### src/hdl/hsv2rgb_pkg.sv
// Constants and types of the HSV to RGB converter.
package hsv2rgb_pkg;

    localparam int LEVEL_FRAC_BITS = 12;
    localparam int HUE_FRAC_BITS   = 6;

    localparam int HUE_W   = 16;
    localparam int LEVEL_W = 13;
    localparam int CHAN_W  = 8;

    localparam int LVL_ONE      = 1 << LEVEL_FRAC_BITS;
    localparam int NUM_SECTORS  = 6;
    localparam int SECTOR_UNITS = 60 << HUE_FRAC_BITS;
    localparam int CIRCLE_UNITS = NUM_SECTORS * SECTOR_UNITS;

    localparam int SEC_W = $clog2(NUM_SECTORS);
    localparam int CIR_W = $clog2(CIRCLE_UNITS);
    localparam int R_W   = $clog2(SECTOR_UNITS);
    localparam int SR_W  = LEVEL_W + R_W;
    localparam int BB_W  = LEVEL_W + CHAN_W;

    localparam longint SD = longint'(LVL_ONE) * longint'(SECTOR_UNITS);
    localparam int T_W    = $clog2(SD + 1);
    localparam int N_W    = BB_W + T_W;

    // S*S*D = 15 << (2L + H + 2)
    localparam int DIV_SHIFT   = 2 * LEVEL_FRAC_BITS + HUE_FRAC_BITS + 2;
    localparam int Y_W         = N_W - DIV_SHIFT;
    localparam int RECIP_SHIFT = 20;
    localparam int RECIP       = ((1 << RECIP_SHIFT) + 14) / 15;
    localparam int RECIP_W     = $clog2(RECIP + 1);

    localparam int PIPE_DEPTH = 6;

    typedef enum logic [SEC_W-1:0] {
        SEC_RED_YEL = 3'd0,
        SEC_YEL_GRN = 3'd1,
        SEC_GRN_CYN = 3'd2,
        SEC_CYN_BLU = 3'd3,
        SEC_BLU_MAG = 3'd4,
        SEC_MAG_RED = 3'd5
    } t_sector;

    typedef struct packed {
        t_sector              sector;
        logic [R_W-1:0]       rem;
        logic [LEVEL_W-1:0]   sat;
        logic [LEVEL_W-1:0]   bri;
    } t_hue_out;

    typedef struct packed {
        t_sector              sector;
        logic                 grey;
        logic [BB_W-1:0]      bb;
        logic [T_W-1:0]       ta;
        logic [T_W-1:0]       tp;
        logic [T_W-1:0]       tq;
    } t_term_out;

endpackage

### src/hdl/hsv2rgb_ifs.sv
// Pixel transaction interfaces: HSV input and RGB output.
interface hsv2rgb_pix_if;
    logic                                  valid;
    logic                                  ready;
    logic [hsv2rgb_pkg::HUE_W-1:0]         hue;
    logic [hsv2rgb_pkg::LEVEL_W-1:0]       saturation;
    logic [hsv2rgb_pkg::LEVEL_W-1:0]       brightness;

    modport source (output valid, hue, saturation, brightness, input ready);
    modport sink   (input valid, hue, saturation, brightness, output ready);
endinterface

interface hsv2rgb_rgb_if;
    logic                                  valid;
    logic                                  ready;
    logic [hsv2rgb_pkg::CHAN_W-1:0]        red;
    logic [hsv2rgb_pkg::CHAN_W-1:0]        green;
    logic [hsv2rgb_pkg::CHAN_W-1:0]        blue;

    modport source (output valid, red, green, blue, input ready);
    modport sink   (input valid, red, green, blue, output ready);
endinterface

### src/hdl/hsv_to_rgb_converter.sv
// HSV to RGB converter top level: three two-stage sections in a row.
// Converts one pixel per clock while the sink accepts output; each accepted input
// transaction yields one output transaction. Every stage has its own valid bit and is
// refilled as soon as the stage after it moves on, so bubbles close up and an output
// held back by the sink stalls only the stages that are full. Hue is wrapped to one
// circle and cut into its 60 degree sector in stages one and two, the s*r product is
// taken in stage three, the three 45-bit channel products in stage five and the
// exact floor division plus sector routing in stage six. Saturation and brightness
// above 1.0 are treated as 1.0.
module hsv_to_rgb_converter (
    input  logic           i_clk,
    input  logic           i_rst_n,
    hsv2rgb_pix_if.sink    i_pix,
    hsv2rgb_rgb_if.source  o_rgb
);

    logic                   w_hue_valid, w_hue_ready;
    hsv2rgb_pkg::t_hue_out  w_hue_data;
    logic                   w_term_valid, w_term_ready;
    hsv2rgb_pkg::t_term_out w_term_data;

    hsv2rgb_hue u_hue (
        .i_clk   (i_clk),
        .i_rst_n (i_rst_n),
        .i_valid (i_pix.valid),
        .o_ready (i_pix.ready),
        .i_hue   (i_pix.hue),
        .i_sat   (i_pix.saturation),
        .i_bri   (i_pix.brightness),
        .o_valid (w_hue_valid),
        .i_ready (w_hue_ready),
        .o_data  (w_hue_data)
    );

    hsv2rgb_term u_term (
        .i_clk   (i_clk),
        .i_rst_n (i_rst_n),
        .i_valid (w_hue_valid),
        .o_ready (w_hue_ready),
        .i_data  (w_hue_data),
        .o_valid (w_term_valid),
        .i_ready (w_term_ready),
        .o_data  (w_term_data)
    );

    hsv2rgb_scale u_scale (
        .i_clk   (i_clk),
        .i_rst_n (i_rst_n),
        .i_valid (w_term_valid),
        .o_ready (w_term_ready),
        .i_data  (w_term_data),
        .o_valid (o_rgb.valid),
        .i_ready (o_rgb.ready),
        .o_red   (o_rgb.red),
        .o_green (o_rgb.green),
        .o_blue  (o_rgb.blue)
    );

endmodule

### src/hdl/hsv2rgb_hue.sv
// Hue wrap, level clamp, sector and in-sector remainder (two stages).
module hsv2rgb_hue (
    input  logic                               i_clk,
    input  logic                               i_rst_n,
    input  logic                               i_valid,
    output logic                               o_ready,
    input  logic [hsv2rgb_pkg::HUE_W-1:0]      i_hue,
    input  logic [hsv2rgb_pkg::LEVEL_W-1:0]    i_sat,
    input  logic [hsv2rgb_pkg::LEVEL_W-1:0]    i_bri,
    output logic                               o_valid,
    input  logic                               i_ready,
    output hsv2rgb_pkg::t_hue_out              o_data
);

    typedef struct packed {
        logic [hsv2rgb_pkg::CIR_W-1:0]   hue;
        logic [hsv2rgb_pkg::LEVEL_W-1:0] sat;
        logic [hsv2rgb_pkg::LEVEL_W-1:0] bri;
    } t_wrap;

    logic                   r_va, r_vb;
    t_wrap                  r_a, n_a;
    hsv2rgb_pkg::t_hue_out  r_b, n_b;
    logic                   w_rdy_a, w_rdy_b;
    logic [hsv2rgb_pkg::SEC_W-1:0] w_sec;
    logic [hsv2rgb_pkg::CIR_W-1:0] w_base;

    assign w_rdy_b = !r_vb || i_ready;
    assign w_rdy_a = !r_va || w_rdy_b;
    assign o_ready = w_rdy_a;
    assign o_valid = r_vb;
    assign o_data  = r_b;

    always_comb begin
        if (int'(i_hue) >= 2 * hsv2rgb_pkg::CIRCLE_UNITS) begin
            n_a.hue = hsv2rgb_pkg::CIR_W'(int'(i_hue) - 2 * hsv2rgb_pkg::CIRCLE_UNITS);
        end else if (int'(i_hue) >= hsv2rgb_pkg::CIRCLE_UNITS) begin
            n_a.hue = hsv2rgb_pkg::CIR_W'(int'(i_hue) - hsv2rgb_pkg::CIRCLE_UNITS);
        end else begin
            n_a.hue = hsv2rgb_pkg::CIR_W'(i_hue);
        end
        n_a.sat = (int'(i_sat) > hsv2rgb_pkg::LVL_ONE) ?
                  hsv2rgb_pkg::LEVEL_W'(hsv2rgb_pkg::LVL_ONE) : i_sat;
        n_a.bri = (int'(i_bri) > hsv2rgb_pkg::LVL_ONE) ?
                  hsv2rgb_pkg::LEVEL_W'(hsv2rgb_pkg::LVL_ONE) : i_bri;
    end

    always_comb begin
        w_sec  = '0;
        w_base = '0;
        for (int k = 1; k < hsv2rgb_pkg::NUM_SECTORS; k++) begin
            if (int'(r_a.hue) >= k * hsv2rgb_pkg::SECTOR_UNITS) begin
                w_sec  = hsv2rgb_pkg::SEC_W'(k);
                w_base = hsv2rgb_pkg::CIR_W'(k * hsv2rgb_pkg::SECTOR_UNITS);
            end
        end
        n_b.sector = hsv2rgb_pkg::t_sector'(w_sec);
        n_b.rem    = hsv2rgb_pkg::R_W'(r_a.hue - w_base);
        n_b.sat    = r_a.sat;
        n_b.bri    = r_a.bri;
    end

    always_ff @(posedge i_clk) begin
        if (!i_rst_n) begin
            r_va <= 1'b0;
            r_vb <= 1'b0;
        end else begin
            if (w_rdy_a) begin
                r_va <= i_valid;
            end
            if (w_rdy_b) begin
                r_vb <= r_va;
            end
        end
    end

    always_ff @(posedge i_clk) begin
        if (w_rdy_a && i_valid) begin
            r_a <= n_a;
        end
        if (w_rdy_b && r_va) begin
            r_b <= n_b;
        end
    end

endmodule

### src/hdl/hsv2rgb_term.sv
// Term factors 255*b and (1-s), (1-sf), (1-s(1-f)) at the common scale (two stages).
module hsv2rgb_term (
    input  logic                   i_clk,
    input  logic                   i_rst_n,
    input  logic                   i_valid,
    output logic                   o_ready,
    input  hsv2rgb_pkg::t_hue_out  i_data,
    output logic                   o_valid,
    input  logic                   i_ready,
    output hsv2rgb_pkg::t_term_out o_data
);

    typedef struct packed {
        hsv2rgb_pkg::t_sector           sector;
        logic                           grey;
        logic [hsv2rgb_pkg::BB_W-1:0]   bb;
        logic [hsv2rgb_pkg::SR_W-1:0]   sr;
        logic [hsv2rgb_pkg::T_W-1:0]    ta;
    } t_prod;

    logic                   r_va, r_vb;
    t_prod                  r_a, n_a;
    hsv2rgb_pkg::t_term_out r_b, n_b;
    logic                   w_rdy_a, w_rdy_b;

    assign w_rdy_b = !r_vb || i_ready;
    assign w_rdy_a = !r_va || w_rdy_b;
    assign o_ready = w_rdy_a;
    assign o_valid = r_vb;
    assign o_data  = r_b;

    always_comb begin
        n_a.sector = i_data.sector;
        n_a.grey   = (i_data.sat == '0);
        n_a.bb     = hsv2rgb_pkg::BB_W'(int'(i_data.bri) * 255);
        n_a.sr     = hsv2rgb_pkg::SR_W'(i_data.sat) * hsv2rgb_pkg::SR_W'(i_data.rem);
        n_a.ta     = hsv2rgb_pkg::T_W'((hsv2rgb_pkg::LVL_ONE - int'(i_data.sat))
                     * hsv2rgb_pkg::SECTOR_UNITS);
    end

    // S*D - s*r for p, D*(S-s) + s*r for q
    always_comb begin
        n_b.sector = r_a.sector;
        n_b.grey   = r_a.grey;
        n_b.bb     = r_a.bb;
        n_b.ta     = r_a.ta;
        n_b.tp     = hsv2rgb_pkg::T_W'(hsv2rgb_pkg::SD - longint'(r_a.sr));
        n_b.tq     = hsv2rgb_pkg::T_W'(longint'(r_a.ta) + longint'(r_a.sr));
    end

    always_ff @(posedge i_clk) begin
        if (!i_rst_n) begin
            r_va <= 1'b0;
            r_vb <= 1'b0;
        end else begin
            if (w_rdy_a) begin
                r_va <= i_valid;
            end
            if (w_rdy_b) begin
                r_vb <= r_va;
            end
        end
    end

    always_ff @(posedge i_clk) begin
        if (w_rdy_a && i_valid) begin
            r_a <= n_a;
        end
        if (w_rdy_b && r_va) begin
            r_b <= n_b;
        end
    end

endmodule

### src/hdl/hsv2rgb_scale.sv
// Channel products, exact floor division and sector routing (two stages).
module hsv2rgb_scale (
    input  logic                              i_clk,
    input  logic                              i_rst_n,
    input  logic                              i_valid,
    output logic                              o_ready,
    input  hsv2rgb_pkg::t_term_out            i_data,
    output logic                              o_valid,
    input  logic                              i_ready,
    output logic [hsv2rgb_pkg::CHAN_W-1:0]    o_red,
    output logic [hsv2rgb_pkg::CHAN_W-1:0]    o_green,
    output logic [hsv2rgb_pkg::CHAN_W-1:0]    o_blue
);

    typedef struct packed {
        hsv2rgb_pkg::t_sector            sector;
        logic                            grey;
        logic [hsv2rgb_pkg::CHAN_W-1:0]  vb;
        logic [hsv2rgb_pkg::N_W-1:0]     na;
        logic [hsv2rgb_pkg::N_W-1:0]     np;
        logic [hsv2rgb_pkg::N_W-1:0]     nq;
    } t_num;

    typedef struct packed {
        logic [hsv2rgb_pkg::CHAN_W-1:0] red;
        logic [hsv2rgb_pkg::CHAN_W-1:0] green;
        logic [hsv2rgb_pkg::CHAN_W-1:0] blue;
    } t_rgb;

    logic   r_va, r_vb;
    t_num   r_a, n_a;
    t_rgb   r_b, n_b;
    logic   w_rdy_a, w_rdy_b;
    logic [hsv2rgb_pkg::CHAN_W-1:0] w_va, w_vp, w_vq;

    // floor(n / (15 << DIV_SHIFT)); quotient by 15 through a reciprocal
    function automatic logic [hsv2rgb_pkg::CHAN_W-1:0] div_scale(
        input logic [hsv2rgb_pkg::N_W-1:0] n
    );
        logic [hsv2rgb_pkg::Y_W-1:0]                     y;
        logic [hsv2rgb_pkg::Y_W+hsv2rgb_pkg::RECIP_W-1:0] p;
        y = n[hsv2rgb_pkg::N_W-1:hsv2rgb_pkg::DIV_SHIFT];
        p = (hsv2rgb_pkg::Y_W+hsv2rgb_pkg::RECIP_W)'(y)
            * (hsv2rgb_pkg::Y_W+hsv2rgb_pkg::RECIP_W)'(hsv2rgb_pkg::RECIP);
        return p[hsv2rgb_pkg::RECIP_SHIFT +: hsv2rgb_pkg::CHAN_W];
    endfunction

    assign w_rdy_b = !r_vb || i_ready;
    assign w_rdy_a = !r_va || w_rdy_b;
    assign o_ready = w_rdy_a;
    assign o_valid = r_vb;
    assign o_red   = r_b.red;
    assign o_green = r_b.green;
    assign o_blue  = r_b.blue;

    always_comb begin
        n_a.sector = i_data.sector;
        n_a.grey   = i_data.grey;
        n_a.vb     = i_data.bb[hsv2rgb_pkg::LEVEL_FRAC_BITS +: hsv2rgb_pkg::CHAN_W];
        n_a.na     = hsv2rgb_pkg::N_W'(i_data.bb) * hsv2rgb_pkg::N_W'(i_data.ta);
        n_a.np     = hsv2rgb_pkg::N_W'(i_data.bb) * hsv2rgb_pkg::N_W'(i_data.tp);
        n_a.nq     = hsv2rgb_pkg::N_W'(i_data.bb) * hsv2rgb_pkg::N_W'(i_data.tq);
    end

    assign w_va = div_scale(r_a.na);
    assign w_vp = div_scale(r_a.np);
    assign w_vq = div_scale(r_a.nq);

    always_comb begin
        if (r_a.grey) begin
            n_b = '{red: r_a.vb, green: r_a.vb, blue: r_a.vb};
        end else begin
            case (r_a.sector)
                hsv2rgb_pkg::SEC_RED_YEL: n_b = '{red: r_a.vb, green: w_vq,    blue: w_va};
                hsv2rgb_pkg::SEC_YEL_GRN: n_b = '{red: w_vp,    green: r_a.vb, blue: w_va};
                hsv2rgb_pkg::SEC_GRN_CYN: n_b = '{red: w_va,    green: r_a.vb, blue: w_vq};
                hsv2rgb_pkg::SEC_CYN_BLU: n_b = '{red: w_va,    green: w_vp,    blue: r_a.vb};
                hsv2rgb_pkg::SEC_BLU_MAG: n_b = '{red: w_vq,    green: w_va,    blue: r_a.vb};
                default:                  n_b = '{red: r_a.vb, green: w_va,    blue: w_vp};
            endcase
        end
    end

    always_ff @(posedge i_clk) begin
        if (!i_rst_n) begin
            r_va <= 1'b0;
            r_vb <= 1'b0;
        end else begin
            if (w_rdy_a) begin
                r_va <= i_valid;
            end
            if (w_rdy_b) begin
                r_vb <= r_va;
            end
        end
    end

    always_ff @(posedge i_clk) begin
        if (w_rdy_a && i_valid) begin
            r_a <= n_a;
        end
        if (w_rdy_b && r_va) begin
            r_b <= n_b;
        end
    end

endmodule

### src/flat_wrapper.sv
// flat-port wrapper written by rule: the top's interface ports become plain ports
module hsv_to_rgb_converter_flat 
  (i_clk, i_rst_n, i_pix_valid, i_pix_hue, i_pix_saturation, i_pix_brightness, i_pix_ready, o_rgb_valid, o_rgb_red, o_rgb_green, o_rgb_blue, o_rgb_ready);
  hsv2rgb_pix_if i_pix_i ();
  hsv2rgb_rgb_if o_rgb_i ();
  input  logic i_clk;
  input  logic i_rst_n;
  input wire logic [$bits(i_pix_i.valid)-1:0] i_pix_valid;
  input wire logic [$bits(i_pix_i.hue)-1:0] i_pix_hue;
  input wire logic [$bits(i_pix_i.saturation)-1:0] i_pix_saturation;
  input wire logic [$bits(i_pix_i.brightness)-1:0] i_pix_brightness;
  output wire logic [$bits(i_pix_i.ready)-1:0] i_pix_ready;
  output wire logic [$bits(o_rgb_i.valid)-1:0] o_rgb_valid;
  output wire logic [$bits(o_rgb_i.red)-1:0] o_rgb_red;
  output wire logic [$bits(o_rgb_i.green)-1:0] o_rgb_green;
  output wire logic [$bits(o_rgb_i.blue)-1:0] o_rgb_blue;
  input wire logic [$bits(o_rgb_i.ready)-1:0] o_rgb_ready;
  assign i_pix_i.valid = i_pix_valid;
  assign i_pix_i.hue = i_pix_hue;
  assign i_pix_i.saturation = i_pix_saturation;
  assign i_pix_i.brightness = i_pix_brightness;
  assign i_pix_ready = i_pix_i.ready;
  assign o_rgb_valid = o_rgb_i.valid;
  assign o_rgb_red = o_rgb_i.red;
  assign o_rgb_green = o_rgb_i.green;
  assign o_rgb_blue = o_rgb_i.blue;
  assign o_rgb_i.ready = o_rgb_ready;
  hsv_to_rgb_converter u_core (.i_clk(i_clk), .i_rst_n(i_rst_n), .i_pix(i_pix_i), .o_rgb(o_rgb_i));
endmodule
### config.mk
export PLATFORM = sky130hd
export DESIGN_NAME = hsv_to_rgb_converter_flat
export DESIGN_NICKNAME = d
export VERILOG_FILES = /design/src/hdl/hsv2rgb_pkg.sv /design/src/hdl/hsv2rgb_ifs.sv /design/src/hdl/hsv_to_rgb_converter.sv /design/src/hdl/hsv2rgb_hue.sv /design/src/hdl/hsv2rgb_term.sv /design/src/hdl/hsv2rgb_scale.sv /design/src/flat_wrapper.sv
export SDC_FILE = /design/constraint.sdc
export NUM_CORES = 2
export LEC_CHECK = 0
export ABC_AREA = 1
export BUFFER_PORTS_ARGS = -buffer_cell sky130_fd_sc_hd__buf_2
export CAP_MARGIN = 20
export CORE_ASPECT_RATIO = 0.75
export CORE_MARGIN = 4
export CORE_UTILIZATION = 31
export CTS_CLUSTER_DIAMETER = 200
export DETAILED_ROUTE_END_ITERATION = 16
export GPL_TIMING_DRIVEN = 0
export PLACE_DENSITY = 0.53
export SETUP_SLACK_MARGIN = 0.2
export SYNTH_ARGS = -nofsm -noshare
export SYNTH_HDL_FRONTEND = slang
export SYNTH_SLANG_ARGS = --single-unit
### constraint.sdc
create_clock -name i_clk -period 6.8 [get_ports i_clk]
set_clock_uncertainty 0.15 [all_clocks]
set_input_delay 0.34 -clock i_clk [delete_from_list [all_inputs] [get_ports i_clk]]
set_output_delay 0.34 -clock i_clk [all_outputs]
set_load 0.05 [all_outputs]
==> results.md <==
* RSZ-0062 raised after global routing: true
* Fraction of layout cells with a size suffix above 1 at 8.54%
* Top_reg_cell synth: edfxtp_1
* PortBufs at 71
* Core area at approximately 0.23 mm2
* CTS tree: built
* DRC viols at 0
* Outcome: complete, but fails checks
* First-pass GRT wire length at 397000 um
* IO Pins at 72
* Mean routed wirelength per cell at 21.4 um
* Nature of the critical path endpoint: flop
* Area grow syn2layout at 14.0%
* Vias per std cell at 4.80
* Post-synth EDFFs at just over 300
* DR vias at 59.6k
* Synth cell types at between 50 and 60
* Row Count at 153
* CTS clk-pin slew, worst paths at 0.06 ns
* GRT overflow at 0
* WP data arrival at 7.28 ns
* Design area at about 0.083 mm2
* Post-synth top area cell: fa_1
* Post-Syn Instances at 9012
* Minimum clock period at between 7 and 8 ns
* RD Place Congestion at 0.973
* Yosys reg bits at 316
* Most frequent cells in the layout: 2585 x inv_1, 2252 x nand2_1, 1290 x fa_1, 701 x ha_1, 310 x edfxtp_1
* GR Util All Layers at 22.0%
* Count of clock tree sinks at 316
* Final Hold Vio Count at 0
* Least-Margin Pin Slew at 1.28 ns
* Die Ht at 427 um
* CTS root buf: clkbuf_16
* Layout Nets at 11.4k
* Yosys warning count at 0
* Routed Antenna Nets at 0
* Net count after synthesis at about 11k
* Initial antenna violation count at 14
* Hold Path Class: input port to flop
* Clk_lat worst skew at 0.65 ns
* Placed inst area at 0.0774 mm2
* Hold_ws at around 0.058 ns
* Fin worst setup slack at -0.281 ns
* Synth Area per Inst at about 8.1 um2
* Critical Path RT at 7.00 ns
* Final slew viol count at 0
* Sequential fraction of the synthesis area at 13.0%
* Maximum clock insertion buffer count at 3
* Final Cycle Share at 104%
* Yosys top cell area share at 36.4%
* Die width at 567 um
* Detailed placement HPWL at 227000 um
* Async S/R FF share, synth at 0%
* Setup Crit Path Kind: flop to flop
* Synth area leaders: fa_1 36%, inv_1 14%, edfxtp_1 13%, ha_1 13%, nand2_1 12%
* TritonCTS buffer count at 37
* Crit-path max FO at 10
* Critical path launch point type: flop
* Die area at 0.242 mm2
* Max-cap violation count at 0
* Failing checks: negative setup slack
* Finish-stage setup viols at 10
* Initial Util at between 30% and 40%
* Final wirelength at ~270000 um
* Mapped Area at 0.0726 mm2
* 1st-pass router iterations at 6
* Largest net degree at the start of global routing at 74
* Vias in the first global route at 61.1k
* Max-slew headroom at between 10% and 20%
* Commonest non-fill, non-tap cell in the layout: inv_1
* H-tree depth at 2
* 1st-iter DRT viols at between 5k and 6k
* Fill cells at 24.3k
* Achievable frequency at around 140 MHz
==> layout make-up <==
cell class / instances / area, um2 / area share (%)
timing repair buffer: 240 / 2170 / 2.63
inverter: 2618 / 9830 / 11.9
buffer: 310 / 2640 / 3.19
multi-input combinational: 5768 / 53500 / 64.7
sequential: 316 / 9430 / 11.4
antenna: 7 / 17.5 / 0.0212
clock inverter: 26 / 280 / 0.339
tap: 3100 / 3880 / 4.69
clock buffer: 42 / 945 / 1.14
==> cells by family (layout without fill, tap and decap cells) <==
kind of cell               count (synthesis)  after routing  share of synthesized area [%]
xor gates and xnor gates                 144            144                           1.76
buffers and inverters                   2928           3236                           15.2
and+or+nand+nor                         3036           3036                           16.8
adders and majority gates               2060           2060                           49.2
other                                      0              7                              0
AOI/OAI and AO/OA                        528            528                           4.09
DFF                                      316            316                           13.0
==> final timing paths <==
path,startpoint,to,slack (ns),cells past startpoint
max,u_core.u_term.o_data[83]$_DFFE_PP_,u_core.u_scale.r_a[81]$_DFFE_PP_,-0.28,23
min,i_pix_hue[9],u_core.u_hue.r_a[35]$_DFFE_PP_,0.06,3
max reg2reg,u_core.u_term.o_data[83]$_DFFE_PP_,u_core.u_scale.r_a[81]$_DFFE_PP_,-0.28,23
min reg2reg,u_core.u_hue.r_a[29]$_DFFE_PP_,u_core.u_hue.o_data[29]$_DFFE_PP_,0.26,0
==> state kept, by name, summed over array words and instances (netlist names) <==
signal	count
u_core.u_hue.n_b	26
u_core.u_hue.o_data	41
u_core.u_hue.o_valid	1
u_core.u_hue.r_a	15
u_core.u_hue.r_va	1
u_core.u_scale.o_blue	8
u_core.u_scale.o_green	8
u_core.u_scale.o_red	8
u_core.u_scale.o_valid	1
u_core.u_scale.r_a	51
u_core.u_scale.r_va	1
u_core.u_term.n_b	41
u_core.u_term.o_data	88
u_core.u_term.o_valid	1
u_core.u_term.r_a	24
u_core.u_term.r_va	1
==> cell usage after synthesis (37+ instances only) <==
cell and n:
xnor2_1 44, a21o_1 37, nand3_1 216, nand4_1 54, nor3_1 52, inv_1 2611
clkbuf_1 296, xor2_1 98, a21oi_1 250, nand2_1 2301, edfxtp_1 310, nor2_1 338
o21ai_0 129, fa_1 1321, ha_1 739
==> per-stage QoR <==
step | utilization, % | worst slack [ns] | setup TNS, ns | std cells
global placement | 33.0 | -2.29 | -55.52 | 12200
detailed placement | 33.3 | -2.09 | -50.96 | 12200
floorplan | - | 0.558 | 0 | 9012
CTS | 35.2 | -0.278 | -1.37 | 12400
global route | 35.6 | -0.331 | -4.35 | 12400
finish | 35.6 | -0.281 | -0.943 | 12400
==> layer usage <==
metal | global-route usage, % | routed length (um)
met4 | 5.87 | 8480
met3 | 9.08 | 37500
met5 | 0.179 | 303
met2 | 29.6 | 101000
met1 | 31.9 | 119000
==> critical path, stage by stage (launching register included) <==
cell,delay (ns)
edfxtp_1,0.57
buf_8,0.21
clkbuf_8,0.26
nand2_1,0.10
fa_1,0.50
inv_1,0.05
fa_1,0.47
inv_1,0.05
fa_1,0.49
inv_1,0.06
fa_2,0.61
fa_1,0.46
fa_1,0.50
inv_1,0.05
fa_1,0.47
inv_1,0.06
ha_4,0.29
nand2_4,0.07
nor2_4,0.11
nand2_2,0.08
nor2_2,0.13
nand4_1,0.09
o211ai_1,0.51
xor2_2,0.47
==> repair_timing <==
action | 4_1_cts | 5_1_grt
hold buffers | 43 | 0
endpoints found under the hold margin | 43 | 0
cloned | 1 | 0
resized for setup | 641 | 244
endpoints found under the setup margin | 39 | 39
buffers inserted | 71 | 18
pin swaps | 99 | 87
Power is left out: the tool's default activity adds up to more than one toggle a clock period on the data nets, which glitch-free logic cannot reach.
